$ cat config.mk
export PLATFORM = sky130hd
export DESIGN_NAME = light_sensor_autorange_ema_flat
export DESIGN_NICKNAME = d
export VERILOG_FILES = /design/src/lsa_pkg.sv /design/src/lsa_if.sv /design/src/light_sensor_autorange_ema.sv /design/src/flat_wrapper.sv
export VERILOG_INCLUDE_DIRS = /design/src /design/src/src
export SDC_FILE = /design/constraint.sdc
export NUM_CORES = 2
export LEC_CHECK = 0
export BUFFER_PORTS_ARGS = -buffer_cell sky130_fd_sc_hd__buf_2
export CAP_MARGIN = 20
export CORE_MARGIN = 8
export CORE_UTILIZATION = 65
export DETAILED_ROUTE_END_ITERATION = 6
export PLACE_DENSITY = 0.82
export SKIP_CTS_REPAIR_TIMING = 1
export SLEW_MARGIN = 20
export SYNTH_ARGS = -nofsm -noshare
export SYNTH_HDL_FRONTEND = slang
export SYNTH_SLANG_ARGS = --single-unit
$ cat constraint.sdc
create_clock -name clk -period 27.4 [get_ports clk]
set_input_delay 5.48 -clock clk [delete_from_list [all_inputs] [get_ports clk]]
set_output_delay 5.48 -clock clk [all_outputs]
set_load 0.05 [all_outputs]
$ cat src/light_sensor_autorange_ema_macros.svh
// Assertion macros for the light sensor auto-range block.
`ifndef LIGHT_SENSOR_AUTORANGE_EMA_MACROS_SVH
`define LIGHT_SENSOR_AUTORANGE_EMA_MACROS_SVH
`ifndef SYNTHESIS
`define LSAE_ASSERT(lbl, prop, msg) \
  lbl: assert property (@(posedge clk) disable iff (rst) (prop)) else $error(msg);
`define LSAE_ASSERT_NEXT(lbl, ante, cons, msg) \
  lbl: assert property (@(posedge clk) disable iff (rst) (ante) |=> (cons)) else $error(msg);
`else
`define LSAE_ASSERT(lbl, prop, msg)
`define LSAE_ASSERT_NEXT(lbl, ante, cons, msg)
`endif
`endif

$ cat src/lsa_pkg.sv
package lsa_pkg;

  localparam int EMA_FRACTION_BITS = 8;

  localparam int RAW_W      = 16;
  localparam int LUX_W      = 25;
  localparam int PCT_W      = 7;
  localparam int GAIN_W     = 2;
  localparam int INTEG_W    = 3;
  localparam int SHIFT_W    = 4;
  localparam int CFG_IDX_W  = 2;
  localparam int CFG_DATA_W = 16;

  localparam int EMA_W = LUX_W + EMA_FRACTION_BITS;
  // 85*ema + 15*lux + 50 stays below 128 * 2^EMA_W
  localparam int SUM_W = EMA_W + 7;
  localparam int X_W   = SUM_W - 2;
  // 2^CHUNK_W is 1 mod 25, so x/25 splits into high and low chunks
  localparam int CHUNK_W = 20;
  localparam int XH_W    = X_W - CHUNK_W;
  localparam int S2_W    = ((XH_W > CHUNK_W) ? XH_W : CHUNK_W) + 1;
  localparam int CHUNK_Q_W = 16;
  localparam logic [CHUNK_Q_W-1:0] CHUNK_Q = CHUNK_Q_W'(((1 << CHUNK_W) - 1) / 25);
  localparam int QH_W = XH_W + CHUNK_Q_W;
  localparam int REC_K = S2_W + 5;
  localparam int REC_M_W = REC_K - 4;
  localparam longint REC_M_L = ((64'sd1 <<< REC_K) + 64'sd24) / 64'sd25;
  localparam logic [REC_M_W-1:0] REC_M = REC_M_W'(REC_M_L);
  localparam int PROD_W = S2_W + REC_M_W;
  localparam int QL_W = PROD_W - REC_K;

  localparam logic [SUM_W-1:0] ROUND_HALF = SUM_W'(50);

  localparam logic [GAIN_W-1:0] GAIN_MIN   = 2'd0;
  localparam logic [GAIN_W-1:0] GAIN_MAX   = 2'd3;
  localparam logic [GAIN_W-1:0] GAIN_RESET = 2'd1;

  localparam logic [INTEG_W-1:0] INTEG_MAX   = 3'd5;
  localparam logic [INTEG_W-1:0] INTEG_RESET = 3'd2;
  localparam logic [RAW_W-1:0]   HIGH_RESET  = 16'd65520;
  localparam logic [RAW_W-1:0]   LOW_RESET   = 16'd100;

  localparam logic [PCT_W-1:0] PCT_MIN = 7'd5;

  typedef enum logic [CFG_IDX_W-1:0] {
    REG_INTEGRATION    = 2'd0,
    REG_HIGH_THRESHOLD = 2'd1,
    REG_LOW_THRESHOLD  = 2'd2
  } reg_index_t;

  localparam int BRIGHT_STEPS = 95;

  localparam logic [LUX_W-1:0] BRIGHT_ROM [0:BRIGHT_STEPS-1] = '{
    25'd27, 25'd55, 25'd86, 25'd120, 25'd158, 25'd198, 25'd243, 25'd292, 25'd345,
    25'd404, 25'd467, 25'd537, 25'd614, 25'd697, 25'd789, 25'd889, 25'd998,
    25'd1118, 25'd1249, 25'd1392, 25'd1548, 25'd1719, 25'd1907, 25'd2111,
    25'd2336, 25'd2581, 25'd2849, 25'd3142, 25'd3463, 25'd3813, 25'd4197,
    25'd4617, 25'd5076, 25'd5578, 25'd6127, 25'd6728, 25'd7385, 25'd8104,
    25'd8890, 25'd9749, 25'd10690, 25'd11719, 25'd12844, 25'd14074, 25'd15421,
    25'd16893, 25'd18504, 25'd20265, 25'd22192, 25'd24299, 25'd26605,
    25'd29126, 25'd31884, 25'd34901, 25'd38200, 25'd41809, 25'd45757,
    25'd50075, 25'd54797, 25'd59963, 25'd65614, 25'd71794, 25'd78554,
    25'd85948, 25'd94036, 25'd102882, 25'd112558, 25'd123142, 25'd134718,
    25'd147380, 25'd161230, 25'd176378, 25'd192948, 25'd211072, 25'd230896,
    25'd252579, 25'd276296, 25'd302237, 25'd330612, 25'd361649, 25'd395596,
    25'd432727, 25'd473342, 25'd517766, 25'd566356, 25'd619504, 25'd677638,
    25'd741224, 25'd810774, 25'd886848, 25'd970057, 25'd1061071, 25'd1160622,
    25'd1269510, 25'd1388612
  };

  // binary search over the sorted thresholds: number of entries at or below lux
  function automatic logic [PCT_W-1:0] bright_count(input logic [LUX_W-1:0] lux);
    logic [PCT_W-1:0] idx;
    logic [PCT_W:0]   cand;
    idx = '0;
    for (int b = PCT_W - 1; b >= 0; b--) begin
      cand = {1'b0, idx} | ((PCT_W + 1)'(1) << b);
      if (cand <= (PCT_W + 1)'(BRIGHT_STEPS) &&
          lux >= BRIGHT_ROM[PCT_W'(cand - (PCT_W + 1)'(1))]) begin
        idx = cand[PCT_W-1:0];
      end
    end
    return idx;
  endfunction

  function automatic logic [SHIFT_W-1:0] lux_shift(input logic [GAIN_W-1:0] gain,
                                                   input logic [INTEG_W-1:0] itc);
    logic [SHIFT_W-1:0] base;
    logic [INTEG_W-1:0] it;
    case (gain)
      2'd0:    base = 4'd4;
      2'd1:    base = 4'd3;
      2'd2:    base = 4'd1;
      default: base = 4'd0;
    endcase
    it = (itc > INTEG_MAX) ? INTEG_MAX : itc;
    return base + 4'd5 - SHIFT_W'(it);
  endfunction

endpackage

$ cat src/lsa_if.sv
interface lsa_in_if;
  logic                           valid;
  logic                           ready;
  logic [lsa_pkg::RAW_W-1:0]      raw_count;
  logic                           read_failed;

  modport source (output valid, output raw_count, output read_failed, input ready);
  modport sink (input valid, input raw_count, input read_failed, output ready);
endinterface

interface lsa_out_if;
  logic                           valid;
  logic                           ready;
  logic                           lux_valid;
  logic [lsa_pkg::LUX_W-1:0]      filtered_lux;
  logic [lsa_pkg::PCT_W-1:0]      brightness_pct;
  logic                           range_changed;
  logic [lsa_pkg::GAIN_W-1:0]     gain_code;

  modport source (output valid, output lux_valid, output filtered_lux,
                  output brightness_pct, output range_changed, output gain_code,
                  input ready);
  modport sink (input valid, input lux_valid, input filtered_lux,
                input brightness_pct, input range_changed, input gain_code,
                output ready);
endinterface

$ cat src/light_sensor_autorange_ema.sv
// Ambient light auto-range front end with a 0.85/0.15 moving average. One sample item is
// accepted every clock cycle unless backpressure stalls the input, and its result item
// passes through the first register stage (gain, average and lux) and then the output
// register (the backlight percentage lookup). The average recurrence, including the divide
// by 100, is combinational, which is what lets samples arrive back to back. Backpressure
// on the result side stalls both stages; a new sample is still taken while a result waits,
// as long as the middle stage is free. Configuration writes take effect on the next edge.
`include "light_sensor_autorange_ema_macros.svh"

module light_sensor_autorange_ema (
  input  logic                              clk,
  input  logic                              rst,
  input  logic                              cfg_we,
  input  logic [lsa_pkg::CFG_IDX_W-1:0]     cfg_index,
  input  logic [lsa_pkg::CFG_DATA_W-1:0]    cfg_data,
  lsa_in_if.sink                            sample,
  lsa_out_if.source                         result
);

  logic [lsa_pkg::INTEG_W-1:0] integration_code;
  logic [lsa_pkg::RAW_W-1:0]   high_threshold;
  logic [lsa_pkg::RAW_W-1:0]   low_threshold;

  logic [lsa_pkg::GAIN_W-1:0]  gain_level, gain_level_next;
  logic                        skip_pending, skip_pending_next;
  logic [lsa_pkg::EMA_W-1:0]   ema_value, ema_value_next;
  logic                        ema_seeded, ema_seeded_next;

  logic                        b_valid;
  logic                        b_lux_valid;
  logic                        b_range_changed;
  logic [lsa_pkg::GAIN_W-1:0]  b_gain_code;
  logic [lsa_pkg::LUX_W-1:0]   b_filtered_lux;
  logic                        b_ready;
  logic                        in_fire;

  logic                        hit_high, hit_low, step_down, step_up, changed, keep;
  logic [lsa_pkg::SHIFT_W-1:0] shift;
  logic [lsa_pkg::LUX_W-1:0]   lux;
  logic [lsa_pkg::EMA_W-1:0]   lux_fix;

  logic [lsa_pkg::SUM_W-1:0]   ema_w, lux_w, sum;
  logic [lsa_pkg::X_W-1:0]     quarter;
  logic [lsa_pkg::XH_W-1:0]    x_hi;
  logic [lsa_pkg::CHUNK_W-1:0] x_lo;
  logic [lsa_pkg::S2_W-1:0]    fold;
  logic [lsa_pkg::PROD_W-1:0]  rec_prod;
  logic [lsa_pkg::QH_W-1:0]    q_hi;
  logic [lsa_pkg::QL_W-1:0]    q_lo;
  logic [lsa_pkg::EMA_W-1:0]   ema_div;

  assign b_ready      = !result.valid || result.ready;
  assign sample.ready = !b_valid || b_ready;
  assign in_fire      = sample.valid && sample.ready;

  always_ff @(posedge clk) begin
    if (rst) begin
      integration_code <= lsa_pkg::INTEG_RESET;
      high_threshold   <= lsa_pkg::HIGH_RESET;
      low_threshold    <= lsa_pkg::LOW_RESET;
    end else if (cfg_we) begin
      unique case (cfg_index)
        lsa_pkg::REG_INTEGRATION:    integration_code <= cfg_data[lsa_pkg::INTEG_W-1:0];
        lsa_pkg::REG_HIGH_THRESHOLD: high_threshold   <= cfg_data[lsa_pkg::RAW_W-1:0];
        lsa_pkg::REG_LOW_THRESHOLD:  low_threshold    <= cfg_data[lsa_pkg::RAW_W-1:0];
        default: ;
      endcase
    end
  end

  // divide by 100 with round half up: quarter the sum, then split x/25 into
  // 2^20-sized chunks, since 2^20 leaves remainder 1 modulo 25
  always_comb begin
    ema_w    = lsa_pkg::SUM_W'(ema_value);
    lux_w    = lsa_pkg::SUM_W'(lux_fix);
    sum      = (ema_w << 6) + (ema_w << 4) + (ema_w << 2) + ema_w
             + (lux_w << 4) - lux_w + lsa_pkg::ROUND_HALF;
    quarter  = sum[lsa_pkg::SUM_W-1:2];
    x_hi     = quarter[lsa_pkg::X_W-1:lsa_pkg::CHUNK_W];
    x_lo     = quarter[lsa_pkg::CHUNK_W-1:0];
    fold     = lsa_pkg::S2_W'(x_hi) + lsa_pkg::S2_W'(x_lo);
    rec_prod = lsa_pkg::PROD_W'(fold) * lsa_pkg::PROD_W'(lsa_pkg::REC_M);
    q_lo     = rec_prod[lsa_pkg::PROD_W-1:lsa_pkg::REC_K];
    q_hi     = lsa_pkg::QH_W'(x_hi) * lsa_pkg::QH_W'(lsa_pkg::CHUNK_Q);
    ema_div  = lsa_pkg::EMA_W'(q_hi + lsa_pkg::QH_W'(q_lo));
  end

  always_comb begin
    hit_high  = sample.raw_count >= high_threshold;
    hit_low   = sample.raw_count <= low_threshold;
    step_down = !skip_pending && hit_high && (gain_level != lsa_pkg::GAIN_MIN);
    step_up   = !skip_pending && !hit_high && hit_low && (gain_level != lsa_pkg::GAIN_MAX);
    changed   = !sample.read_failed && (step_down || step_up);
    keep      = !sample.read_failed && !skip_pending && !changed;

    shift   = lsa_pkg::lux_shift(gain_level, integration_code);
    lux     = lsa_pkg::LUX_W'(sample.raw_count) << shift;
    lux_fix = {lux, {lsa_pkg::EMA_FRACTION_BITS{1'b0}}};

    gain_level_next = gain_level;
    if (!sample.read_failed && step_down) begin
      gain_level_next = gain_level - 2'd1;
    end else if (!sample.read_failed && step_up) begin
      gain_level_next = gain_level + 2'd1;
    end
    skip_pending_next = skip_pending && sample.read_failed;

    ema_value_next  = ema_value;
    ema_seeded_next = ema_seeded;
    if (keep) begin
      ema_value_next  = ema_seeded ? ema_div : lux_fix;
      ema_seeded_next = 1'b1;
    end
  end

  always_ff @(posedge clk) begin
    if (rst) begin
      gain_level   <= lsa_pkg::GAIN_RESET;
      skip_pending <= 1'b1;
      ema_value    <= '0;
      ema_seeded   <= 1'b0;
    end else if (in_fire) begin
      gain_level   <= gain_level_next;
      skip_pending <= skip_pending_next;
      ema_value    <= ema_value_next;
      ema_seeded   <= ema_seeded_next;
    end
  end

  always_ff @(posedge clk) begin
    if (rst) begin
      b_valid <= 1'b0;
    end else if (sample.ready) begin
      b_valid <= sample.valid;
    end
  end

  always_ff @(posedge clk) begin
    if (in_fire) begin
      b_lux_valid     <= keep;
      b_range_changed <= changed;
      b_gain_code     <= gain_level_next;
      b_filtered_lux  <= ema_value_next[lsa_pkg::EMA_W-1:lsa_pkg::EMA_FRACTION_BITS];
    end
  end

  always_ff @(posedge clk) begin
    if (rst) begin
      result.valid <= 1'b0;
    end else if (b_ready) begin
      result.valid <= b_valid;
    end
  end

  always_ff @(posedge clk) begin
    if (b_valid && b_ready) begin
      result.lux_valid      <= b_lux_valid;
      result.range_changed  <= b_range_changed;
      result.gain_code      <= b_gain_code;
      result.filtered_lux   <= b_filtered_lux;
      result.brightness_pct <= lsa_pkg::PCT_MIN + lsa_pkg::bright_count(b_filtered_lux);
    end
  end

  `LSAE_ASSERT_NEXT(a_ema_hold, !in_fire, $stable(ema_value), "average moved without an item")
  `LSAE_ASSERT(a_valid_seeded, b_valid && b_lux_valid |-> ema_seeded, "lux valid before seeding")
  `LSAE_ASSERT_NEXT(a_gain_step, 1'b1, (gain_level == $past(gain_level)) || ({1'b0, gain_level} == {1'b0, $past(gain_level)} + 3'd1) || ({1'b0, $past(gain_level)} == {1'b0, gain_level} + 3'd1), "gain moved by more than one level")
  `LSAE_ASSERT_NEXT(a_stage_hold, b_valid && !b_ready, b_valid && $stable(b_filtered_lux), "stalled item lost")

endmodule

$ cat src/flat_wrapper.sv
// flat-port wrapper written by rule: the top's interface ports become plain ports
module light_sensor_autorange_ema_flat 
  (clk, rst, cfg_we, cfg_index, cfg_data, sample_valid, sample_raw_count, sample_read_failed, sample_ready, result_valid, result_lux_valid, result_filtered_lux, result_brightness_pct, result_range_changed, result_gain_code, result_ready);
  lsa_in_if sample_i ();
  lsa_out_if result_i ();
  input  logic clk;
  input  logic rst;
  input  logic cfg_we;
  input  logic [lsa_pkg::CFG_IDX_W-1:0] cfg_index;
  input  logic [lsa_pkg::CFG_DATA_W-1:0] cfg_data;
  input wire logic [$bits(sample_i.valid)-1:0] sample_valid;
  input wire logic [$bits(sample_i.raw_count)-1:0] sample_raw_count;
  input wire logic [$bits(sample_i.read_failed)-1:0] sample_read_failed;
  output wire logic [$bits(sample_i.ready)-1:0] sample_ready;
  output wire logic [$bits(result_i.valid)-1:0] result_valid;
  output wire logic [$bits(result_i.lux_valid)-1:0] result_lux_valid;
  output wire logic [$bits(result_i.filtered_lux)-1:0] result_filtered_lux;
  output wire logic [$bits(result_i.brightness_pct)-1:0] result_brightness_pct;
  output wire logic [$bits(result_i.range_changed)-1:0] result_range_changed;
  output wire logic [$bits(result_i.gain_code)-1:0] result_gain_code;
  input wire logic [$bits(result_i.ready)-1:0] result_ready;
  assign sample_i.valid = sample_valid;
  assign sample_i.raw_count = sample_raw_count;
  assign sample_i.read_failed = sample_read_failed;
  assign sample_ready = sample_i.ready;
  assign result_valid = result_i.valid;
  assign result_lux_valid = result_i.lux_valid;
  assign result_filtered_lux = result_i.filtered_lux;
  assign result_brightness_pct = result_i.brightness_pct;
  assign result_range_changed = result_i.range_changed;
  assign result_gain_code = result_i.gain_code;
  assign result_i.ready = result_ready;
  light_sensor_autorange_ema u_core (.clk(clk), .rst(rst), .cfg_we(cfg_we), .cfg_index(cfg_index), .cfg_data(cfg_data), .sample(sample_i), .result(result_i));
endmodule
Yosys cells after proc, flatten, opt, wreduce, memory -nomap -nowiden:

Memories as Yosys holds them, arrays and structs flattened.
Index checks and enable logic that the tools add are counted.

* bits in registers: 139
* ROM bits: 19200
* input bits: 40
* output and inout port bits: 38
* logic and storage cells: 147
* memories kept: 6

* add/sub/neg operators: 19
* $mul: 2
* magnitude comparators: 22
* eq/ne operators: 5
* shifts and indexed selects: 1
* multiplexer cells: 32
* bitwise gates (word level): 6
* reduce and logical (&&, ||, !) cells: 35

Memory list
* (name not given): depth 128, bits a word 25, read ports 1, clocked after memory_dff 0, write ports 0, line lsa_pkg.sv:79 `lux >= BRIGHT_ROM[PCT_W'(cand - (PCT_W + 1)'(1))]) begin`
* (name not given): depth 128, bits a word 25, read ports 1, clocked after memory_dff 0, write ports 0, line lsa_pkg.sv:79
* (name not given): depth 128, bits a word 25, read ports 1, clocked after memory_dff 0, write ports 0, line lsa_pkg.sv:79
* (name not given): depth 128, bits a word 25, read ports 1, clocked after memory_dff 0, write ports 0, line lsa_pkg.sv:79
* (name not given): depth 128, bits a word 25, read ports 1, clocked after memory_dff 0, write ports 0, line lsa_pkg.sv:79
* (name not given): depth 128, bits a word 25, read ports 1, clocked after memory_dff 0, write ports 0, line lsa_pkg.sv:79

Operators with widths (number)
* $mux 25: 12
* $ge 25x25->1: 6
* $mux 33: 2
* $mux 7: 8
* $ge 8x8->1 const B: 6
* $not 7->8: 6
* $mul 21x22->43 const B: 1
* $le 7x7->1 const B: 6
* $sub 7x1->7 const B: 6
* $add 39x37->40: 1
* $add 40x33->40: 1
* $add 40x35->40: 1
* $add 40x37->40: 1
* $add 40x6->40 const B: 1
* $sub 40x33->40: 1
* $add 33x17->33: 1
* $mul 18x16->33 const B: 1
* $ge 25x17->1 const B: 1
* $shl 16x4->25: 1
* $add 18x20->21: 1
* $logic_and 1x1->1: 19
* $ge 16x16->1: 1
* $le 16x16->1: 1
* $pmux 3 s3: 1
* other kinds (20): 36

Depth between registers and ports, before layout:

* depth in word-level cells: 59
* mapped depth: 93
* mapped depth without buffers: 80

Worst setup path before layout:

No wires, ideal clock.

* path kind: input -> register
* start: in sample_raw_count[2]
* end: reg u_core.b_filtered_lux[23] (netlist bit), data pin
* setup time: 269 ps
* arrival time: 22170 ps
* data required time: 27131 ps
* setup slack: 4961 ps
* stages on the path: 63
* path buffers: 0
* cell sequence: mux2i_1 > mux2i_1 > mux2_2 > a22oi_1 > fa_1 > fa_1 > fa_1 > ha_1 > nand4_1 > nor2_1 > nand4_1 > o211ai_2 > and2_1 > a21oi_1 > xnor2_1 > ha_1 > a21o_1 > a21o_1 > [... 27 more ...] > or2_2 > fa_1 > inv_1 > fa_1 > fa_1 > fa_1 > ha_1 > a21oi_1 > o21bai_1 > a21oi_1 > nor2_1 > a211oi_1 > o41a_1 > o21ai_1 > a41oi_1 > a21oi_1 > a211oi_1 > a21oi_1

* cells in the longest elaborated chain, start to end: 10
* elaborated cells between the ends (all ways): 22
* classes of those cells: add/sub: 5; mul: 2; order compare: 2; shift: 1; mux: 2; reduce/logical: 10

RTL lines
* from (decl): line flat_wrapper.sv:12 `input wire logic [$bits(sample_i.raw_count)-1:0] sample_raw_count;`
* branches (longest 9 deep; another with $mul 21x22->43)
* $mux 33 *: line light_sensor_autorange_ema.sv:110 `if (keep) begin`
* named net u_core.ema_value_next (one bit): line light_sensor_autorange_ema.sv:26 `logic [lsa_pkg::EMA_W-1:0] ema_value, ema_value_next;`
* to (signal assigned): line light_sensor_autorange_ema.sv:143 `b_filtered_lux <= ema_value_next[lsa_pkg::EMA_W-1:lsa_pkg::EMA_FRACTION_BITS];`
* to (decl): line light_sensor_autorange_ema.sv:33 `logic [lsa_pkg::LUX_W-1:0] b_filtered_lux;`

Mark *: on every way through the listed nets, which the timed path passes.
A chain may end at the register's enable or synchronous reset.

Worst setup path after layout:

* start: in sample_raw_count[12]
* end: reg u_core.b_filtered_lux[23] (netlist bit), data pin

Same word-level chain as after synthesis.

==> out/results.txt <==
The run finished with clean final reports. The worst setup path is launched from an input port. The count of different cell masters after synthesis came out at 94. Setup violations remaining at the end of the flow were counted as 0. Average instance area after synthesis: 9.16 um^2. The number of buffers inserted by port buffering is 77. Max-cap violations in this run came to 0. The floorplan step set the die height to 233 um.

After synthesis, the cell types taking the most area are sky130_fd_sc_hd__fa_1 (26%), sky130_fd_sc_hd__ha_1 (25%), sky130_fd_sc_hd__inv_1 (7.7%). Relative to the synthesized area, the layout overhead comes to 5.34%. The run gives 0 as the overall overflow remaining after global route. The tools report the worst setup skew after layout as 0.0163 ns. Summing all multi-input logic gate instances after layout gives 24500 um^2. The clock period could shrink to 23.83 ns.

After clock tree synthesis, the clock-pin slew on the worst setup and hold paths is 0.07 ns. The highest-delay cell along the critical path is sky130_fd_sc_hd__o41ai_1. Number of rows in the core area: 79. 78 I/O pins were placed. Wires add up to 81.6 mm.

The number of clock buffers added by TritonCTS is 17. The run gives 6 as the first-pass iteration count of the detailed router. Fraction of final layout cells sized beyond drive strength 1: 5.75%. The logs give 3356 for the gate count of the mapped netlist and 4448 for the net total in the final layout. The worst setup path is of the input port to flop kind.

In this run the horizontal extent of the chip is 233 um. The number of max-slew violations in the final report is 0, and the count of yosys warnings during synthesis is 0. After detailed routing, the number of remaining DRC violations is 0.

The filler cells instantiated in the layout total 3616. The sequential-to-total area share from yosys stat is 11.2%, and the number of levels in the clock H-tree is 4. After detailed routing, the number of vias per cell comes to 6.15. The global-route wire length before repair is 133 mm, and the number of nets still failing antenna checks after routing is 0.

The clock root buffer master was sky130_fd_sc_hd__clkbuf_16. The die covers 54500 um^2. TritonCTS built the clock tree. The floorplan step defined a core boundary enclosing 46700 um^2. The fraction of registers with async set or reset after synthesis was 0%; the maximum number of buffers from clock root to sink was 2. Synthesis inferred 139 register bits. Of all cell types, the one taking the most synthesized area is sky130_fd_sc_hd__fa_1.

The critical path capture point type was a flop. The path class of the lowest-slack min-delay path is flop to flop. In this design, the stage delay of the slowest critical-path cell is 0.63 ns. The worst path uses 87.0% of the clock period. The number of synthesized flops with an enable pin works out to 65.

Registers take 3430 um^2. The critical path arrival was 24.02 ns; the net count after synthesis was 4410. The run gives 26.0k as the number of global-route vias before repair. Of all nets on the critical path, the largest fanout is 5. Global routing used 30.6% of the available tracks across all layers. The first-iteration detailed-routing DRC count was 2282.

Setup repair after global routing left no endpoint under its margin. Once the floorplan was initialized, standard cells occupied 65.9% of the core. Adding up every negative setup slack in the final design gives 0 ns. The run gives 29.5% as the relative slew slack. Top-area cell type share of the netlist area: 26.1%. The logs give 75 for the maximum number of pins on one net before global-route repair and 2 for the number of antenna violations at the first check in global routing. The number of hold violations in the final report was 0; the per-cell routed wire length was 20.3 um. The clock reaches the later pin of the worst-skew pair after 0.45 ns.

The most used flip-flop cell after synthesis is sky130_fd_sc_hd__dfxtp_1. For the worst setup path, the data required time is 27.58 ns. Routability-driven placement finished with a final weighted congestion of 0.978.

By instance count, the cell type seen most on the critical path is sky130_fd_sc_hd__fa_1. Static timing analysis puts the maximum clock frequency at 42.0 MHz. The placed wire-length estimate after detailed placement was 66.9 mm; the routed via count was 24.7k. In this run the cell area of the synthesized design comes to 30700 um^2. Clock tree synthesis found a total of 139 sinks.

The transition time of the tightest slew-check pin is 1.06 ns.
Yosys cell counts (5+ instances only):
cell                        instances
sky130_fd_sc_hd__inv_1            632
sky130_fd_sc_hd__ha_1             614
sky130_fd_sc_hd__fa_1             400
sky130_fd_sc_hd__a21oi_1          214
sky130_fd_sc_hd__nand2_1          209
sky130_fd_sc_hd__nor2_1           182
sky130_fd_sc_hd__o21ai_0          135
sky130_fd_sc_hd__dfxtp_1           74
sky130_fd_sc_hd__xnor2_1           74
sky130_fd_sc_hd__edfxtp_1          65
sky130_fd_sc_hd__clkbuf_1          62
sky130_fd_sc_hd__a21o_1            56
sky130_fd_sc_hd__a211oi_1          47
sky130_fd_sc_hd__mux2i_1           46
sky130_fd_sc_hd__nor3_1            43
sky130_fd_sc_hd__nand3_1           41
sky130_fd_sc_hd__nor2b_1           35
sky130_fd_sc_hd__nand4_1           32
sky130_fd_sc_hd__o21a_1            31
sky130_fd_sc_hd__xor2_1            26
sky130_fd_sc_hd__a211o_1           24
sky130_fd_sc_hd__nand2b_1          20
sky130_fd_sc_hd__o211ai_1          19
sky130_fd_sc_hd__and3_1            18
sky130_fd_sc_hd__buf_2             17
sky130_fd_sc_hd__o21bai_1          16
sky130_fd_sc_hd__a31oi_1           15
sky130_fd_sc_hd__buf_1             14
sky130_fd_sc_hd__and2_1            13
sky130_fd_sc_hd__or2_2             13
sky130_fd_sc_hd__o21ai_1           12
sky130_fd_sc_hd__nand3b_1          10
sky130_fd_sc_hd__mux2_2             9
sky130_fd_sc_hd__o221ai_1           8
sky130_fd_sc_hd__o22ai_1            8
sky130_fd_sc_hd__o2111ai_1          6
sky130_fd_sc_hd__a21boi_0           5
sky130_fd_sc_hd__a221oi_1           5
sky130_fd_sc_hd__a22oi_1            5
sky130_fd_sc_hd__a311oi_1           5
sky130_fd_sc_hd__nor4_1             5
through the flow:
stage               worst slack (ns)  instances  hold slack [ns]  cell area [um^2]  utilization, %
global route                    2.28       4016            0.428             32400            69.4
floorplan                       4.96       3356            0.400             30700               -
global placement                3.73       3982            0.405             31800            68.1
CTS                             3.72       4014            0.426             32400            69.4
detailed placement              3.29       3982            0.408             31800            68.1
finish                          3.57       4016            0.423             32400            69.4
cells in the final DEF, fill, tap and decap left out, types with 19 or more instances in the layout:
cell type / count
sky130_fd_sc_hd__buf_4: 36
sky130_fd_sc_hd__nand2b_1: 20
sky130_fd_sc_hd__xnor2_1: 74
sky130_fd_sc_hd__nand2_1: 209
sky130_fd_sc_hd__a21o_1: 56
sky130_fd_sc_hd__a21oi_1: 214
sky130_fd_sc_hd__xor2_1: 26
sky130_fd_sc_hd__dfxtp_1: 73
sky130_fd_sc_hd__nor2_1: 182
sky130_fd_sc_hd__o21a_1: 31
sky130_fd_sc_hd__nand3_1: 40
sky130_fd_sc_hd__edfxtp_1: 65
sky130_fd_sc_hd__inv_1: 632
sky130_fd_sc_hd__nand4_1: 32
sky130_fd_sc_hd__a211o_1: 24
sky130_fd_sc_hd__fa_1: 400
sky130_fd_sc_hd__buf_2: 77
sky130_fd_sc_hd__a211oi_1: 47
sky130_fd_sc_hd__ha_1: 614
sky130_fd_sc_hd__nor2b_1: 34
sky130_fd_sc_hd__o21ai_0: 135
sky130_fd_sc_hd__nor3_1: 43
sky130_fd_sc_hd__mux2i_1: 46
sky130_fd_sc_hd__o211ai_1: 19
area by class of cell:
cell class	count	share of cell area, %
Clock inverter	14	0.468
Antenna cell	2	0.0155
Clock buffer	18	1.33
Multi-Input combinational cell	2486	75.8
Timing Repair Buffer	113	2.03
Inverter	637	7.39
Sequential cell	139	10.6
Tap cell	607	2.35
cell families after synthesis:
logic type / Yosys count / share of synthesized area [%]
AO/OA/AOI/OAI: 670 / 14.1
XOR/XNOR: 102 / 2.98
AND/OR/NAND/NOR: 645 / 9.84
flip-flops: 139 / 11.2
multiplexers: 55 / 1.83
buffers and inverters: 731 / 9.01
adder cells (fa/ha/maj): 1014 / 51.1
path summary, 6_finish.rpt:
check / slack [ns] / depth (start not counted) / end / start
worst max-delay path: 3.57 / 66 / u_core.b_filtered_lux[23]$_DFFE_PP_ / sample_raw_count[12]
worst min-delay path: 0.42 / 0 / u_core.result.gain_code[1]$_DFFE_PP_ / u_core.b_gain_code[1]$_DFFE_PP_
worst min register to register: 0.42 / 0 / u_core.result.gain_code[1]$_DFFE_PP_ / u_core.b_gain_code[1]$_DFFE_PP_
worst max register to register: 6.47 / 68 / u_core.b_filtered_lux[23]$_DFFE_PP_ / u_core.gain_level[0]$_SDFFE_PP1P_
sequential cells by signal, indices dropped and copies added, names as in the netlist:
name and flops:
u_core.result.lux_valid 1, u_core.result.brightness_pct 7, u_core.result.filtered_lux 25, u_core.result.gain_code 2, u_core.result.range_changed 1, u_core.b_lux_valid 1
u_core.integration_code 3, u_core.b_filtered_lux 25, u_core.b_valid 1, u_core.gain_level 2, u_core.ema_value 33, u_core.low_threshold 16
u_core.high_threshold 16, u_core.result.valid 1, u_core.skip_pending 1, u_core.ema_seeded 1, u_core.b_gain_code 2, u_core.b_range_changed 1
metal layers:
metal  GRT usage (%)  vias up  share of wire, %
li1                -    11300                 -
met1            38.1    12100                39
met2            52.5     1064                49
met3            5.16      251               7.5
met4            12.1        0               4.4
met5               0        -                 0
worst max-delay path: cells and delay by family:
family / cells / cell delay, ns
adder cells (fa/ha/maj): 18 / 8.25
AO/OA/AOI/OAI: 28 / 7.00
multiplexers: 3 / 0.64
buffers and inverters: 6 / 0.50
AND/OR/NAND/NOR: 9 / 1.50
XOR/XNOR: 2 / 0.63
Power is not shown: default switching activity piles up to over one toggle a cycle in this logic, so the estimate is an artifact.
